===== config.mk =====
export PLATFORM = sky130hd
export DESIGN_NAME = crc16_request_response_framer
export DESIGN_NICKNAME = d
export VERILOG_FILES = /design/src/rtl/crcrr_pkg.sv /design/src/rtl/crcrr_front.sv /design/src/rtl/crcrr_queue.sv /design/src/rtl/crcrr_back.sv /design/src/rtl/crc16_request_response_framer.sv
export SDC_FILE = /design/constraint.sdc
export NUM_CORES = 1
export LEC_CHECK = 0
export BUFFER_PORTS_ARGS = -buffer_cell sky130_fd_sc_hd__buf_2
export CAP_MARGIN = 30
export CORE_MARGIN = 4
export CORE_UTILIZATION = 55
export CTS_BUF_LIST = sky130_fd_sc_hd__clkbuf_8
export CTS_CLUSTER_DIAMETER = 120
export DETAILED_ROUTE_END_ITERATION = 7
export PLACE_DENSITY = 0.83
export SYNTH_ARGS = -nofsm -noshare
export SYNTH_HDL_FRONTEND = slang
export SYNTH_SLANG_ARGS = --single-unit

===== constraint.sdc =====
create_clock -name clk -period 3.2 [get_ports clk]
set_input_delay 0.32 -clock clk [delete_from_list [all_inputs] [get_ports clk]]
set_output_delay 0.32 -clock clk [all_outputs]
set_load 0.05 [all_outputs]

===== src/rtl/crcrr_pkg.sv =====
// ----------------------------------------------------------------------------
// crcrr_pkg
// shared codes, queue entry type and crc helper for the request/response framer
// ----------------------------------------------------------------------------
package crcrr_pkg;

	localparam logic [1:0] ACT_START   = 2'd0;
	localparam logic [1:0] ACT_PAYLOAD = 2'd1;
	localparam logic [1:0] ACT_LINK    = 2'd2;
	localparam logic [1:0] ACT_TICK    = 2'd3;

	localparam logic [1:0] KIND_TX     = 2'd0;
	localparam logic [1:0] KIND_RX     = 2'd1;
	localparam logic [1:0] KIND_STATUS = 2'd2;

	localparam logic [2:0] ST_OK       = 3'd0;
	localparam logic [2:0] ST_TIMEOUT  = 3'd1;
	localparam logic [2:0] ST_BAD_CMD  = 3'd2;
	localparam logic [2:0] ST_BAD_SIZE = 3'd3;
	localparam logic [2:0] ST_BAD_CRC  = 3'd4;

	localparam logic [15:0] CRC_POLY    = 16'h1021;
	localparam logic [15:0] CRC_INIT    = 16'hFFFF;
	localparam logic [15:0] TIMEOUT_RST = 16'd200;

	localparam int QUEUE_DEPTH = 4;
	localparam int QPTR_W      = $clog2(QUEUE_DEPTH);

	// all result words of one input word share kind and status
	typedef struct packed {
		logic [1:0]      kind;
		logic [2:0]      status;
		logic [2:0]      count;
		logic [3:0][7:0] bytes;
	} crcrr_entry_t;

	function automatic logic [15:0] crc_feed(input logic [15:0] crc_in, input logic [7:0] b);
		logic [15:0] c;
		c = crc_in ^ {b, 8'h00};
		for (int i = 0; i < 8; i++) begin
			if (c[15]) begin
				c = {c[14:0], 1'b0} ^ CRC_POLY;
			end else begin
				c = {c[14:0], 1'b0};
			end
		end
		return c;
	endfunction

endpackage


===== src/rtl/crcrr_front.sv =====
// ----------------------------------------------------------------------------
// crcrr_front
// accepts input words, runs the exchange state machine, queues result groups
// ----------------------------------------------------------------------------
module crcrr_front (
	input  logic                  clk,
	input  logic                  arst_n,
	input  logic                  s_tvalid,
	output logic                  s_tready,
	input  logic [31:0]           s_tdata,
	input  logic [1:0]            s_tuser,
	input  logic [15:0]           timeout_ticks,
	input  logic                  q_full,
	output logic                  push,
	output crcrr_pkg::crcrr_entry_t push_entry
);
	import crcrr_pkg::*;

	typedef enum logic [6:0] {
		PH_IDLE  = 7'b0000001,
		PH_SEND  = 7'b0000010,
		PH_CMD   = 7'b0000100,
		PH_LEN   = 7'b0001000,
		PH_DATA  = 7'b0010000,
		PH_CRCLO = 7'b0100000,
		PH_CRCHI = 7'b1000000
	} phase_t;

	phase_t      phase_q, phase_d;
	logic [7:0]  cmd_q, cmd_d;
	logic [7:0]  reqlen_q, reqlen_d;
	logic [7:0]  rsplen_q, rsplen_d;
	logic [7:0]  cnt_q, cnt_d;
	logic [15:0] crc_q, crc_d;
	logic [7:0]  lowrx_q, lowrx_d;
	logic [15:0] tick_q, tick_d;

	logic [1:0]  action;
	logic [7:0]  command, request_length, response_length, data_byte;
	logic        accept;
	logic [15:0] crc_fed;
	logic [7:0]  cnt_inc;
	crcrr_entry_t ent;

	assign action          = s_tuser;
	assign command         = s_tdata[7:0];
	assign request_length  = s_tdata[15:8];
	assign response_length = s_tdata[23:16];
	assign data_byte       = s_tdata[31:24];

	assign s_tready   = !q_full;
	assign accept     = s_tvalid && s_tready;
	assign crc_fed    = crc_feed(crc_q, data_byte);
	assign cnt_inc    = cnt_q + 8'd1;
	assign push_entry = ent;

	always_comb begin
		phase_d  = phase_q;
		cmd_d    = cmd_q;
		reqlen_d = reqlen_q;
		rsplen_d = rsplen_q;
		cnt_d    = cnt_q;
		crc_d    = crc_q;
		lowrx_d  = lowrx_q;
		tick_d   = tick_q;
		push     = 1'b0;
		ent      = '0;
		if (accept) begin
			unique case (action)
				ACT_START: begin
					cmd_d         = command;
					reqlen_d      = request_length;
					rsplen_d      = response_length;
					crc_d         = CRC_INIT;
					cnt_d         = 8'd0;
					tick_d        = 16'd0;
					lowrx_d       = 8'd0;
					push          = 1'b1;
					ent.kind      = KIND_TX;
					ent.bytes[0]  = command;
					ent.bytes[1]  = request_length;
					if (request_length == 8'd0) begin
						ent.bytes[2] = CRC_INIT[7:0];
						ent.bytes[3] = CRC_INIT[15:8];
						ent.count    = 3'd4;
						phase_d      = PH_CMD;
					end else begin
						ent.count    = 3'd2;
						phase_d      = PH_SEND;
					end
				end
				ACT_PAYLOAD: begin
					if (phase_q == PH_SEND) begin
						push         = 1'b1;
						ent.kind     = KIND_TX;
						ent.bytes[0] = data_byte;
						crc_d        = crc_fed;
						cnt_d        = cnt_inc;
						if (cnt_inc == reqlen_q) begin
							ent.bytes[1] = crc_fed[7:0];
							ent.bytes[2] = crc_fed[15:8];
							ent.count    = 3'd3;
							crc_d        = CRC_INIT;
							cnt_d        = 8'd0;
							tick_d       = 16'd0;
							phase_d      = PH_CMD;
						end else begin
							ent.count    = 3'd1;
						end
					end
				end
				ACT_LINK: begin
					unique case (phase_q)
						PH_CMD: begin
							if (data_byte != cmd_q) begin
								push       = 1'b1;
								ent.kind   = KIND_STATUS;
								ent.status = ST_BAD_CMD;
								ent.count  = 3'd1;
								phase_d    = PH_IDLE;
							end else begin
								phase_d    = PH_LEN;
							end
						end
						PH_LEN: begin
							if (data_byte != rsplen_q) begin
								push       = 1'b1;
								ent.kind   = KIND_STATUS;
								ent.status = ST_BAD_SIZE;
								ent.count  = 3'd1;
								phase_d    = PH_IDLE;
							end else if (rsplen_q == 8'd0) begin
								phase_d    = PH_CRCLO;
							end else begin
								phase_d    = PH_DATA;
							end
						end
						PH_DATA: begin
							push         = 1'b1;
							ent.kind     = KIND_RX;
							ent.bytes[0] = data_byte;
							ent.count    = 3'd1;
							crc_d        = crc_fed;
							cnt_d        = cnt_inc;
							if (cnt_inc == rsplen_q) begin
								phase_d = PH_CRCLO;
							end
						end
						PH_CRCLO: begin
							lowrx_d = data_byte;
							phase_d = PH_CRCHI;
						end
						PH_CRCHI: begin
							push       = 1'b1;
							ent.kind   = KIND_STATUS;
							ent.count  = 3'd1;
							ent.status = ({data_byte, lowrx_q} == crc_q) ? ST_OK : ST_BAD_CRC;
							phase_d    = PH_IDLE;
						end
						default: begin
						end
					endcase
				end
				ACT_TICK: begin
					if (phase_q != PH_IDLE && phase_q != PH_SEND) begin
						if (tick_q >= timeout_ticks) begin
							push       = 1'b1;
							ent.kind   = KIND_STATUS;
							ent.status = ST_TIMEOUT;
							ent.count  = 3'd1;
							phase_d    = PH_IDLE;
						end else begin
							tick_d     = tick_q + 16'd1;
						end
					end
				end
				default: begin
				end
			endcase
		end
	end

	always_ff @(posedge clk or negedge arst_n) begin
		if (!arst_n) begin
			phase_q  <= PH_IDLE;
			cmd_q    <= 8'd0;
			reqlen_q <= 8'd0;
			rsplen_q <= 8'd0;
			cnt_q    <= 8'd0;
			crc_q    <= CRC_INIT;
			lowrx_q  <= 8'd0;
			tick_q   <= 16'd0;
		end else begin
			phase_q  <= phase_d;
			cmd_q    <= cmd_d;
			reqlen_q <= reqlen_d;
			rsplen_q <= rsplen_d;
			cnt_q    <= cnt_d;
			crc_q    <= crc_d;
			lowrx_q  <= lowrx_d;
			tick_q   <= tick_d;
		end
	end

endmodule


===== src/rtl/crcrr_queue.sv =====
// ----------------------------------------------------------------------------
// crcrr_queue
// short fifo of result groups between front and back end
// ----------------------------------------------------------------------------
module crcrr_queue (
	input  logic                    clk,
	input  logic                    arst_n,
	input  logic                    push,
	input  crcrr_pkg::crcrr_entry_t push_entry,
	output logic                    full,
	input  logic                    pop,
	output logic                    not_empty,
	output crcrr_pkg::crcrr_entry_t pop_entry
);
	import crcrr_pkg::*;

	crcrr_entry_t            mem_q [QUEUE_DEPTH];
	logic [QPTR_W-1:0]       wr_q, rd_q;
	logic [QPTR_W:0]         fill_q;

	assign full      = (fill_q == (QPTR_W+1)'(QUEUE_DEPTH));
	assign not_empty = (fill_q != '0);
	assign pop_entry = mem_q[rd_q];

	always_ff @(posedge clk) begin
		if (push) begin
			mem_q[wr_q] <= push_entry;
		end
	end

	always_ff @(posedge clk or negedge arst_n) begin
		if (!arst_n) begin
			wr_q   <= '0;
			rd_q   <= '0;
			fill_q <= '0;
		end else begin
			if (push) begin
				wr_q <= wr_q + 1'b1;
			end
			if (pop) begin
				rd_q <= rd_q + 1'b1;
			end
			if (push && !pop) begin
				fill_q <= fill_q + 1'b1;
			end else if (pop && !push) begin
				fill_q <= fill_q - 1'b1;
			end
		end
	end

endmodule


===== src/rtl/crcrr_back.sv =====
// ----------------------------------------------------------------------------
// crcrr_back
// takes result groups from the queue and sends them one word per cycle while m_tready is high
// ----------------------------------------------------------------------------
module crcrr_back (
	input  logic                    clk,
	input  logic                    arst_n,
	input  logic                    q_not_empty,
	input  crcrr_pkg::crcrr_entry_t q_entry,
	output logic                    pop,
	output logic                    m_tvalid,
	input  logic                    m_tready,
	output logic [15:0]             m_tdata,
	output logic [1:0]              m_tuser,
	output logic                    m_tlast
);
	import crcrr_pkg::*;

	logic         busy_q;
	crcrr_entry_t cur_q;
	logic [1:0]   idx_q;
	logic         last;
	logic         done;

	assign last     = ({1'b0, idx_q} == (cur_q.count - 3'd1));
	assign done     = busy_q && m_tready && last;
	assign pop      = q_not_empty && (!busy_q || done);

	assign m_tvalid = busy_q;
	assign m_tdata  = {5'b00000, cur_q.status, cur_q.bytes[idx_q]};
	assign m_tuser  = cur_q.kind;
	assign m_tlast  = last;

	always_ff @(posedge clk) begin
		if (pop) begin
			cur_q <= q_entry;
		end
	end

	always_ff @(posedge clk or negedge arst_n) begin
		if (!arst_n) begin
			busy_q <= 1'b0;
			idx_q  <= 2'd0;
		end else if (pop) begin
			busy_q <= 1'b1;
			idx_q  <= 2'd0;
		end else if (done) begin
			busy_q <= 1'b0;
		end else if (busy_q && m_tready) begin
			idx_q  <= idx_q + 2'd1;
		end
	end

endmodule


===== src/rtl/crc16_request_response_framer.sv =====
// ----------------------------------------------------------------------------
// crc16_request_response_framer
// framed request/response master with crc-16/ccitt-false on both directions
// ----------------------------------------------------------------------------
//   channel   dir  handshake            contents
//   s_*       in   s_tvalid/s_tready    tuser action, tdata cmd/lengths/byte
//   m_*       out  m_tvalid/m_tready    tuser kind, tdata byte/status, tlast
//   cfg_*     in   cfg_wen              timeout_ticks
//
// an input word is taken every cycle while the four-group queue has room
// each word yields zero to four result words, sent one per cycle by the
// back end while m_tready is high
// arst_n clears the exchange state and queue and sets timeout to 200 at once
// a stalled output fills the queue, and then the front stops taking words
// ----------------------------------------------------------------------------
module crc16_request_response_framer (
	input  logic        clk,
	input  logic        arst_n,
	input  logic        s_tvalid,
	output logic        s_tready,
	input  logic [31:0] s_tdata,   // command, request_length, response_length, data_byte
	input  logic [1:0]  s_tuser,   // action
	output logic        m_tvalid,
	input  logic        m_tready,
	output logic [15:0] m_tdata,   // out_byte, status, zero pad
	output logic [1:0]  m_tuser,   // kind
	output logic        m_tlast,
	input  logic        cfg_wen,
	input  logic [15:0] cfg_wdata
);
	import crcrr_pkg::*;

	logic [15:0]  timeout_q;
	logic         push, pop, q_full, q_not_empty;
	crcrr_entry_t push_entry, pop_entry;

	always_ff @(posedge clk or negedge arst_n) begin
		if (!arst_n) begin
			timeout_q <= TIMEOUT_RST;
		end else if (cfg_wen) begin
			timeout_q <= cfg_wdata;
		end
	end

	crcrr_front u_front (
		.clk           (clk),
		.arst_n        (arst_n),
		.s_tvalid      (s_tvalid),
		.s_tready      (s_tready),
		.s_tdata       (s_tdata),
		.s_tuser       (s_tuser),
		.timeout_ticks (timeout_q),
		.q_full        (q_full),
		.push          (push),
		.push_entry    (push_entry)
	);

	crcrr_queue u_queue (
		.clk        (clk),
		.arst_n     (arst_n),
		.push       (push),
		.push_entry (push_entry),
		.full       (q_full),
		.pop        (pop),
		.not_empty  (q_not_empty),
		.pop_entry  (pop_entry)
	);

	crcrr_back u_back (
		.clk         (clk),
		.arst_n      (arst_n),
		.q_not_empty (q_not_empty),
		.q_entry     (pop_entry),
		.pop         (pop),
		.m_tvalid    (m_tvalid),
		.m_tready    (m_tready),
		.m_tdata     (m_tdata),
		.m_tuser     (m_tuser),
		.m_tlast     (m_tlast)
	);

endmodule


==> flow_summary_export.csv, run 1 <==
group,metric,value,unit
timing,hold_violations,0,
timing,finalSetupTns,0,ns
route,wl_per_cell,20.34,µm
floorplanning,die_area,0.02547,mm²
synthesis,synth_edf_count,165,
clocking,clockBufferDepth,3,
global_routing,grt_pass1_vias,8630,
placed_design,hpwl,18.68,mm
hold_path,hold_depth,3,
final_layout,nets,1179,
final_layout,instances_no_fill,1413,
synthesis,ys_seq_elements,270,
floorplanning,core_region_area,0.02264,mm²
synthesis,async_flop_share,38.89,%
final_layout,mostFrequentLayoutCells,"edfxtp_1 (165), nand2_1 (94), dfrtp_1 (84)",
worst_setup_path,start_kind,"register",
global_routing,grtUsageTotal,22.46,%
clocking,htreeDepth,2,
synthesis,syn_area,0.01264,mm²
global_routing,grt_pass1_wl,45.92,mm
final_layout,fill_cells,1541,
worst_setup_path,cp.required,3.66,ns
timing,fmax,320.1,MHz
hold_path,hp-class,"input pin to register",
clocking,root_buffer,"clkbuf_8",
synthesis,ys_warn_count,0,
final_layout,syn_to_final_growth,17.99,%
synthesis,synth.avg_cell_area,13.32,µm²
timing,setup_viol,0,
global_routing,grt_util_met1,30.35,%
final_layout,multi_input_area,0.004801,mm²
worst_setup_path,crit_arrival,3.58,ns
final_layout,layout-drive-gt1-share,28.01,%
timing,min_period_over_period,97.64,%
global_routing,antenna_found_initial,0,
clocking,cts_sinks,270,
synthesis,synth.distinct_cells,67,
worst_setup_path,endpoint_kind,"register",
route,postRouteAntennaNets,0,
floorplanning,initial_utilization,55.82,%
route,wl,28.74,mm
clocking,cts_buffers,42,
hold_path,min_delay_worst_endpoint,"timeout_q[15]",
placed_design,dp_cells,1305,
job,maxCapViolCount,0,
global_routing,grt_util_met3,4.996,%
hold_path,min_from,"cfg_wdata[15]",
route,drt-pass1-iter-count,5,
power,ir_worst_vdd,0.4024,mV
power,power_frac_clock,27.1,%
timing,slew_violations,0,
route,drtIter0Drc,650,
floorplanning,die_height,159.6,µm
power,p_seq_share,42.1,%
power,switching_share,32.74,%
clocking,clk_pin_slew,0.06,ns
synthesis,syn_inst,949,
final_layout,diodes,0,
global_routing,grt-busiest-layer,"met2",
placed_design,gp_congestion,0.8777,
route,vias,8359,
power,p_sw,3.836,mW
placed_design,io_buffers,70,
power,internal_power,7.881,mW
worst_setup_path,r2r_start,"timeout_q[3]",
floorplanning,row_count,55,
global_routing,grt_max_degree,59,
power,combPwrFrac,30.8,%
global_routing,use_met2,36.67,%
timing,fin_crit,3.124,ns
worst_setup_path,worstPathMaxFanout,3,
synthesis,ys_seq_area_share,60.19,%
final_layout,seqCellArea,0.007609,mm²
final_layout,final_common_cell,"edfxtp_1",
timing,finClkSkew,0.04688,ns
outcome,status,"finished clean",
floorplanning,die_width,159.6,µm
clocking,clock_latency,0.57,ns
synthesis,synthFlopType,"edfxtp_1",
worst_setup_path,reg2regPathDepth,15,
timing,whs,0.02905,ns
worst_setup_path,r2r-end,"u_queue.fill_q[2]",
global_routing,overflow,0,
floorplanning,io_pins,76,
route,viasPerCell,5.916,
power,powerDensity,785.7,mW/mm²
worst_setup_path,r2r_slack,0.08,ns
timing,worst_pin_slew,1.363,ns
worst_setup_path,worstSetupPathType,"register to register",
route,drc_errors,0,
timing,slew-limit-headroom,8.523,%
power,leakage,5.788,nW
clocking,tritoncts,"done",
repair_timing:
item,in CTS,in global routing
gates resized for setup,3,20
buffers inserted,0,8
hold buffers,21,1
hold endpoints to repair,63,1
endpoints found under the setup margin,2,71
pin swaps,0,13
sequential cells by signal, summed over array words and instances (netlist names):
| name | flops |
|---|---|
| u_queue.wr_q | 2 |
| u_back.m_tdata | 3 |
| u_front.cmd_q | 8 |
| u_back.cur_q | 28 |
| u_back.m_tvalid | 1 |
| u_front.phase_q | 7 |
| u_queue.mem_q | 132 |
| u_front.cnt_q | 8 |
| u_back.idx_q | 2 |
| u_front.rsplen_q | 8 |
| u_back.m_tuser | 2 |
| u_front.lowrx_q | 8 |
| u_queue.fill_q | 3 |
| timeout_q | 16 |
| u_queue.rd_q | 2 |
| u_front.crc_q | 16 |
| u_front.reqlen_q | 8 |
| u_front.tick_q | 16 |
synth_stat cells, drive strengths merged, types with 13 or more instances:
master	count	area share, %
edfxtp	165	39
nand2	95	2.8
dfrtp	85	17
nor2	52	1.5
a21oi	48	1.9
mux4	41	7.3
o21ai	41	1.6
xor2	40	2.8
xnor2	37	2.6
mux2	33	2.9
inv	32	0.95
clkbuf	30	0.89
ha	29	2.9
buf	24	1.1
nand3	24	0.95
dfstp	20	4.2
nor3	14	0.55
a22o	13	0.90
worst max-delay path by stage:
stage | from | end | slack, ns | depth (start not counted)
floorplan | timeout_q[7] | u_queue.fill_q[1] | -0.07 | 12
global placement | timeout_q[3] | u_queue.fill_q[2] | 0.03 | 15
detailed placement | timeout_q[3] | u_queue.fill_q[2] | -0.06 | 15
CTS | u_front.tick_q[14] | u_queue.fill_q[2] | 0.004 | 14
global route | timeout_q[3] | u_queue.fill_q[2] | -0.03 | 15
finish | timeout_q[3] | u_queue.fill_q[2] | 0.08 | 15
power by group through the flow:
stage	combinational, mW	sequential (mW)	clock, mW
floorplan	2.67	4.81	0
finish	3.61	4.93	3.18
global route	3.92	4.99	3.41
CTS	3.55	4.92	3.23
detailed placement	3.48	4.97	0
global placement	3.40	4.94	0
kinds of logic after synthesis:
family / after synthesis / share of synthesized area (%)
buffers and inverters: 87 / 3.000
AND/OR/NAND/NOR: 250 / 9.455
AO/OA/AOI/OAI: 153 / 7.841
XOR/XNOR: 80 / 5.891
flip-flops: 270 / 60.19
multiplexers: 78 / 10.56
other: 1 / 0.02967
adder cells (fa/ha/maj): 30 / 3.029
layer usage:
layer / share of wire [%] / up-vias
met5: 0 / -
met4: 2.1 / 0
met3: 7.4 / 56
met2: 49 / 391
met1: 42 / 4100
li1: - / 3812
critical path: stages (launching register included):
cell     delay, ns
dfstp_2       0.52
inv_1         0.05
ha_1          0.28
o21a_1        0.13
nor2_2        0.05
nor4b_4       0.30
o41ai_2       0.09
buf_4         0.15
o22a_1        0.23
a21oi_2       0.19
ha_2          0.23
inv_2         0.05
fa_2          0.38
xor2_1        0.14
nor2_1        0.12
xor2_1        0.14
area by class of cell:
cell class / instances / share of cell area (%)
Sequential cell: 270 / 51.02
Multi-Input combinational cell: 596 / 32.19
Timing Repair Buffer: 151 / 7.317
Clock buffer: 45 / 4.153
Tap cell: 285 / 2.391
Clock inverter: 33 / 2.089
Inverter: 33 / 0.8307
stage by stage:
stage / power, mW / cell area, µm² / utilization [%] / worst slack (ns)
2_1_floorplan: 7.485 / 12660 / - / -0.07332
3_3_place_gp: 8.335 / 13580 / 59.99 / 0.02863
3_5_place_dp: 8.458 / 13580 / 59.99 / -0.06403
4_1_cts: 11.71 / 14740 / 65.08 / 0.003978
5_1_grt: 12.33 / 14910 / 65.86 / -0.03078
6_report: 11.72 / 14910 / 65.86 / 0.07568
(Power assumes the default switching activity.)
==> inputs of run 2 (changes only) <==
- ABC_AREA: not set -> 1
- CORE_UTILIZATION: 55 -> 30
- PLACE_DENSITY: 0.83 -> 0.54
==> flow_summary_export.csv, run 2 <==
group,metric,value,unit
route,drc_errors,0,
worst_setup_path,endpoint_kind,"register",
timing,finalSetupTns,0,ns
worst_setup_path,reg2regPathDepth,18,
worst_setup_path,path_depth,18,
synthesis,ys_top_cells_by_count,"nand2_1 (273), inv_1 (168), edfxtp_1 (165), nor2_1 (159), o21ai_0 (120)",
worst_setup_path,worstPathCellList,"inv_1, ha_1, nand2_1, inv_1, nand2_1, nand2_1, nor2_1, nand2_1, nand2_1, nand2_2, nand3_2, nand4_1, nand2_1, inv_1, ha_1, inv_2, fa_2, mux2_2",
power,p_sw,4.369,mW
synthesis,synth_top_area_cell,"edfxtp_1",
final_layout,final_common_cell,"nand2_1",
final_layout,syn_to_final_growth,18.19,%
route,postRouteAntennaNets,0,
worst_setup_path,crit_family,"simple AND/OR/NAND/NOR gates",
timing,min_period_over_period,91.24,%
synthesis,synth_most_common_cell,"nand2_1",
final_layout,utilization,35.92,%
power,leakage,6.551,nW
global_routing,grtUsageTotal,14.18,%
global_routing,overflow,0,
worst_setup_path,slowest_stage,"dfstp_2",
timing,setup_viol,0,
clocking,tritoncts,"done",
synthesis,synthTopCellsByArea,"edfxtp_1 (38%), dfrtp_1 (16%), nand2_1 (7.8%)",
power,power,11.51,mW
power,combPwrFrac,32.7,%
worst_setup_path,start_kind,"register",
route,vias,9744,
route,wl,33.19,mm
synthesis,ys_seq_area_share,58.11,%
synthesis,ys_seq_elements,270,
clocking,clockBufferDepth,3,
final_layout,fill_cells,4334,
timing,fmax,342.5,MHz
clocking,clock_latency,0.63,ns
floorplanning,die_height,216.9,µm
hold_path,min_delay_worst_endpoint,"u_front.reqlen_q[5]",
worst_setup_path,crit_buf_inv,4,
hold_path,min_from,"s_tdata[13]",
placed_design,gp_congestion,0.8902,
clocking,cts_buffers,47,
worst_setup_path,r2r_start,"timeout_q[7]",
global_routing,grt_max_degree,68,
power,switching_share,37.96,%
floorplanning,io_pins,76,
worst_setup_path,r2r_slack,0.28,ns
timing,rsz0062_at_grt,"no",
synthesis,synth.distinct_cells,42,
global_routing,grt_pass1_vias,9678,
hold_path,hp-class,"input pin to register",
worst_setup_path,r2r-end,"u_queue.fill_q[1]",
outcome,status,"finished clean",
synthesis,yosysTopAreaCellShare,37.85,%
final_layout,layout-drive-gt1-share,13.85,%
floorplanning,row_count,76,
final_layout,largest-register,"u_queue.mem_q",
synthesis,synth_edf_count,165,
synthesis,ys_warn_count,0,
timing,fin_crit,2.920,ns
final_layout,largest_reg_flops,132,
timing,hold_violations,0,
final_layout,instances_no_fill,2137,
global_routing,grt_pass1_wl,53.53,mm
synthesis,synth.avg_cell_area,9.459,µm²
worst_setup_path,worstPathMaxFanout,4,
floorplanning,initial_utilization,30.39,%
timing,finClkSkew,0.03950,ns
final_layout,largestRegisters,"u_queue.mem_q: 132 flops, u_back.cur_q: 28 flops",
placed_design,dp_cells,2018,
global_routing,antenna_found_initial,0,
power,p_seq_share,41.6,%
hold_path,hold_depth,2,
final_layout,diodes,0,
worst_setup_path,crit_arrival,3.41,ns
worst_setup_path,cpMostUsedCell,"nand2_1",
synthesis,synthFlopType,"edfxtp_1",
synthesis,syn_inst,1384,
power,ir_worst_vdd,0.4020,mV
clocking,clk_pin_slew,0.06,ns
floorplanning,die_width,216.9,µm
worst_setup_path,worstSetupPathType,"register to register",
placed_design,hpwl,22.77,mm
floorplanning,core_region_area,0.04308,mm²
clocking,htreeDepth,2,
route,drtIter0Drc,552,
synthesis,syn_area,0.01309,mm²
power,internal_power,7.140,mW
clocking,root_buffer,"clkbuf_8",
synthesis,async_flop_share,38.89,%
power,power_frac_clock,25.7,%
route,viasPerCell,4.560,
worst_setup_path,cp_slowest_stage_delay,0.51,ns
route,drt-pass1-iter-count,5,
worst_setup_path,cp.required,3.69,ns
route,wl_per_cell,15.53,µm
timing,worst_pin_slew,0.8192,ns
clocking,cts_sinks,270,
floorplanning,die_area,0.04704,mm²
power,powerDensity,743.8,mW/mm²
final_layout,mostFrequentLayoutCells,"nand2_1 (272), inv_1 (184), edfxtp_1 (165)",
placed_design,io_buffers,70,
timing,slew-limit-headroom,45.19,%
timing,slew_violations,0,
final_layout,nets,1605,
job,maxCapViolCount,0,
run 2: logic make-up after synthesis:
logic type	after synthesis	synth area share, %
AOI/OAI and AO/OA	249	10.46
xor gates and xnor gates	53	3.546
adders and majority gates	30	2.925
buffers and inverters	225	6.834
DFF	270	58.11
muxes	12	1.032
other	1	0.02864
and+or+nand+nor	544	17.07
run 2: worst max-delay path by stage:
| stage | start | end | slack [ns] |
|---|---|---|---|
| CTS | timeout_q[7] | u_queue.fill_q[2] | 0.15 |
| floorplan | timeout_q[7] | u_queue.mem_q[0][0] | -0.31 |
| finish | timeout_q[7] | u_queue.fill_q[1] | 0.28 |
| global placement | timeout_q[7] | u_queue.fill_q[2] | 0.18 |
| detailed placement | timeout_q[7] | u_queue.fill_q[2] | 0.16 |
| global route | timeout_q[7] | u_queue.fill_q[2] | 0.05 |
run 2: routing by layer:
layer | vias up | global-route usage [%] | part of all wire [%]
met2 | 228 | 21.80 | 44
met3 | 48 | 2.374 | 5.0
met4 | 0 | 4.516 | 1.9
met1 | 4599 | 20.53 | 49
li1 | 4869 | - | -
met5 | - | 0 | 0
run 2: worst register-to-register path: cells and delay by family, from the launching register on:
kind	cells	cell delay, ns
fa+ha+maj	3	0.90
buf+inv	4	0.21
flops	1	0.51
mux	1	0.26
simple gates	10	0.92
run 2: metrics by stage:
step	area (µm²)	hold slack, ns	setup slack (ns)
2_1_floorplan	13110	0.02441	-0.3084
3_3_place_gp	14220	0.4103	0.1812
3_5_place_dp	14220	0.4129	0.1559
4_1_cts	15460	0.0005405	0.1478
5_1_grt	15470	0.02840	0.05005
6_report	15470	0.05679	0.2802
run 2: area by class of cell:
class	count	area, µm²	area share, %
clock buffer	49	674.4	4.359
tap	585	732.0	4.731
inverter	171	641.9	4.148
clock inverter	32	187.7	1.213
timing repair buffer	137	1001	6.469
sequential	270	7609	49.18
multi-input combinational	893	4627	29.90
run 2: timing repair:
item                                    4_1_cts  5_1_grt
hold buffers                                 38        0
endpoints found under the setup margin        0        6
resized for setup                             0        6
buffers inserted                              0        0
hold endpoints to repair                     80        0
run 2: power groups by stage:
stage	clock (mW)	sequential [mW]	combinational [mW]
floorplan	0	4.75	2.72
global placement	0	4.85	3.72
detailed placement	0	4.86	3.74
CTS	3.08	4.80	3.79
global route	3.23	4.86	4.25
finish	2.96	4.79	3.76
==> inputs of run 3 (changes only) <==
--- a/config.mk
+++ b/config.mk
@@ -7,3 +7,2 @@
 export LEC_CHECK = 0
-export ABC_AREA = 1
 export BUFFER_PORTS_ARGS = -buffer_cell sky130_fd_sc_hd__buf_2
==> constraint.sdc (replaced) <==
create_clock -name clk -period 3.2 [get_ports clk]
set_input_delay 0.16 -clock clk [delete_from_list [all_inputs] [get_ports clk]]
set_output_delay 0.16 -clock clk [all_outputs]
set_load 0.05 [all_outputs]
==> flow_summary_export.csv, run 3 (synthesis gave the netlist of run 1 again) <==
group,metric,value,unit
outcome,status,"finished clean",
hold_path,min_delay_worst_endpoint,"timeout_q[13]",
timing,worst_slack,0.08566,ns
clocking,cts_sinks,270,
floorplanning,io_pins,76,
final_layout,mostFrequentLayoutCells,"edfxtp_1 (165), nand2_1 (94), dfrtp_1 (84)",
route,wl,30.42,mm
timing,slew-limit-headroom,48.58,%
clocking,cts_buffers,46,
final_layout,layout-drive-gt1-share,27.54,%
placed_design,dpl_cell_area,0.01396,mm²
worst_setup_path,cp.required,3.71,ns
global_routing,antenna_found_initial,1,
final_layout,multi_input_area,0.004787,mm²
timing,worst_pin_slew,0.7713,ns
worst_setup_path,crit_arrival,3.63,ns
global_routing,grtUsageTotal,13.58,%
clocking,clockBufferDepth,3,
floorplanning,die_area,0.04548,mm²
worst_setup_path,r2r_start,"timeout_q[3]",
power,powerDensity,742.1,mW/mm²
worst_setup_path,r2r_slack,0.09,ns
placed_design,hpwl,21.12,mm
route,wl_per_cell,17.89,µm
global_routing,grt_pass1_wl,48.00,mm
worst_setup_path,endpoint_kind,"register",
hold_path,min_from,"cfg_wen",
timing,hold_violations,0,
final_layout,diodes,0,
route,drtIter0Drc,493,
floorplanning,initial_utilization,30.67,%
hold_path,hp-class,"input pin to register",
placed_design,io_buffers,70,
worst_setup_path,worstPathMaxFanout,3,
final_layout,final_common_cell,"edfxtp_1",
global_routing,grt_pass1_vias,8433,
job,maxCapViolCount,0,
floorplanning,row_count,74,
global_routing,grt_max_degree,58,
floorplanning,die_height,213.3,µm
worst_setup_path,reg2regPathDepth,15,
timing,finClkSkew,0.02935,ns
floorplanning,core_region_area,0.04120,mm²
hold_path,hold_depth,3,
clocking,tritoncts,"done",
timing,rsz0062_at_grt,"yes",
route,vias,8264,
power,power,11.49,mW
worst_setup_path,start_kind,"register",
clocking,clk_pin_slew,0.06,ns
final_layout,largest_reg_flops,132,
floorplanning,die_width,213.3,µm
route,postRouteAntennaNets,0,
final_layout,largestRegisters,"u_queue.mem_q: 132 flops, u_back.cur_q: 28 flops",
worst_setup_path,worstSetupPathType,"register to register",
route,drt-pass1-iter-count,5,
timing,setup_viol,0,
final_layout,seqCellArea,0.007609,mm²
clocking,htreeDepth,2,
power,ir_worst_vdd,0.2998,mV
final_layout,syn_to_final_growth,22.52,%
placed_design,gp_congestion,0.8160,
timing,min_period_over_period,97.32,%
final_layout,finalInstanceArea,0.01548,mm²
timing,whs,0.04183,ns
global_routing,overflow,0,
final_layout,nets,1221,
power,leakage,5.955,nW
timing,fin_crit,3.114,ns
clocking,root_buffer,"clkbuf_8",
worst_setup_path,r2r-end,"u_queue.fill_q[2]",
clocking,clock_latency,0.61,ns
route,viasPerCell,4.858,
route,drc_errors,0,
timing,slew_violations,0,
timing,fmax,321.1,MHz
final_layout,fill_cells,3950,
placed_design,place_ws,-0.1261,ns
final_layout,largest-register,"u_queue.mem_q",
==> run 3: changes by cell type in the layout (fill, tap and decap cells not counted), moves of 47 or more <==
cell and change:
inv_1 -136, nand2_1 -178, nand3_1 -47, nor2_1 -104
o21ai_0 -79, o22ai_1 -48
==> run 3: timing repair <==
action / in CTS / in global routing
endpoints found under the setup margin: 2 / 18
endpoints found under the hold margin: 94 / 0
setup buffers: 0 / 3
pin swaps: 1 / 9
gates resized for setup: 4 / 18
hold buffers: 53 / 0
gates cloned: 0 / 0
==> run 3: layout make-up <==
type,instances,share of cell area (%)
clock inverter,31,1.099
clock buffer,50,4.444
sequential,270,49.14
inverter,33,0.7999
tap,532,4.299
multi-input combinational,596,30.91
timing repair buffer,189,9.308
==> run 3: critical path, stage by stage (launching register included) <==
cell	delay, ns
dfstp_2	0.52
inv_2	0.04
ha_2	0.29
o21a_1	0.13
nor2_2	0.05
nor4b_4	0.31
o41ai_2	0.13
buf_4	0.16
o22a_1	0.24
a21oi_2	0.18
ha_2	0.22
inv_2	0.04
fa_2	0.32
xor2_1	0.14
nor2_1	0.13
xor2_1	0.15
==> run 3: power breakdown <==
part           total (mW)  switching [mW]  internal, mW
clock                2.91            1.39          1.52
sequential           4.90           0.446          4.45
combinational        3.68            2.03          1.66
==> run 3: layer usage <==
layer	vias to the layer above	part of all wire (%)	track usage [%]
met5	-	0.039	0
met4	2	2.0	3.509
met3	55	5.7	3.071
met2	175	46	21.59
met1	4139	46	18.97
li1	3893	-	-
==> run 3: per-stage QoR <==
stage	utilization, %	setup TNS, ns	instances
floorplan	-	-0.07332	953
global placement	33.88	-0.1624	1563
detailed placement	33.88	-0.2375	1563
CTS	37.30	0	1697
global route	37.58	-0.06909	1701
finish	37.58	0	1701
==> run 3: how the worst max path moves through the flow <==
stage | from | endpoint | slack (ns) | cells after the start
3_5_place_dp | u_front.tick_q[0] | u_queue.fill_q[1] | -0.13 | 13
6_report | timeout_q[3] | u_queue.fill_q[2] | 0.09 | 15
3_3_place_gp | timeout_q[0] | u_queue.fill_q[1] | -0.13 | 12
5_1_grt | timeout_q[3] | u_queue.fill_q[2] | -0.05 | 15
4_1_cts | timeout_q[3] | u_queue.fill_q[2] | 0.003 | 15
2_1_floorplan | timeout_q[7] | u_queue.fill_q[1] | -0.07 | 12
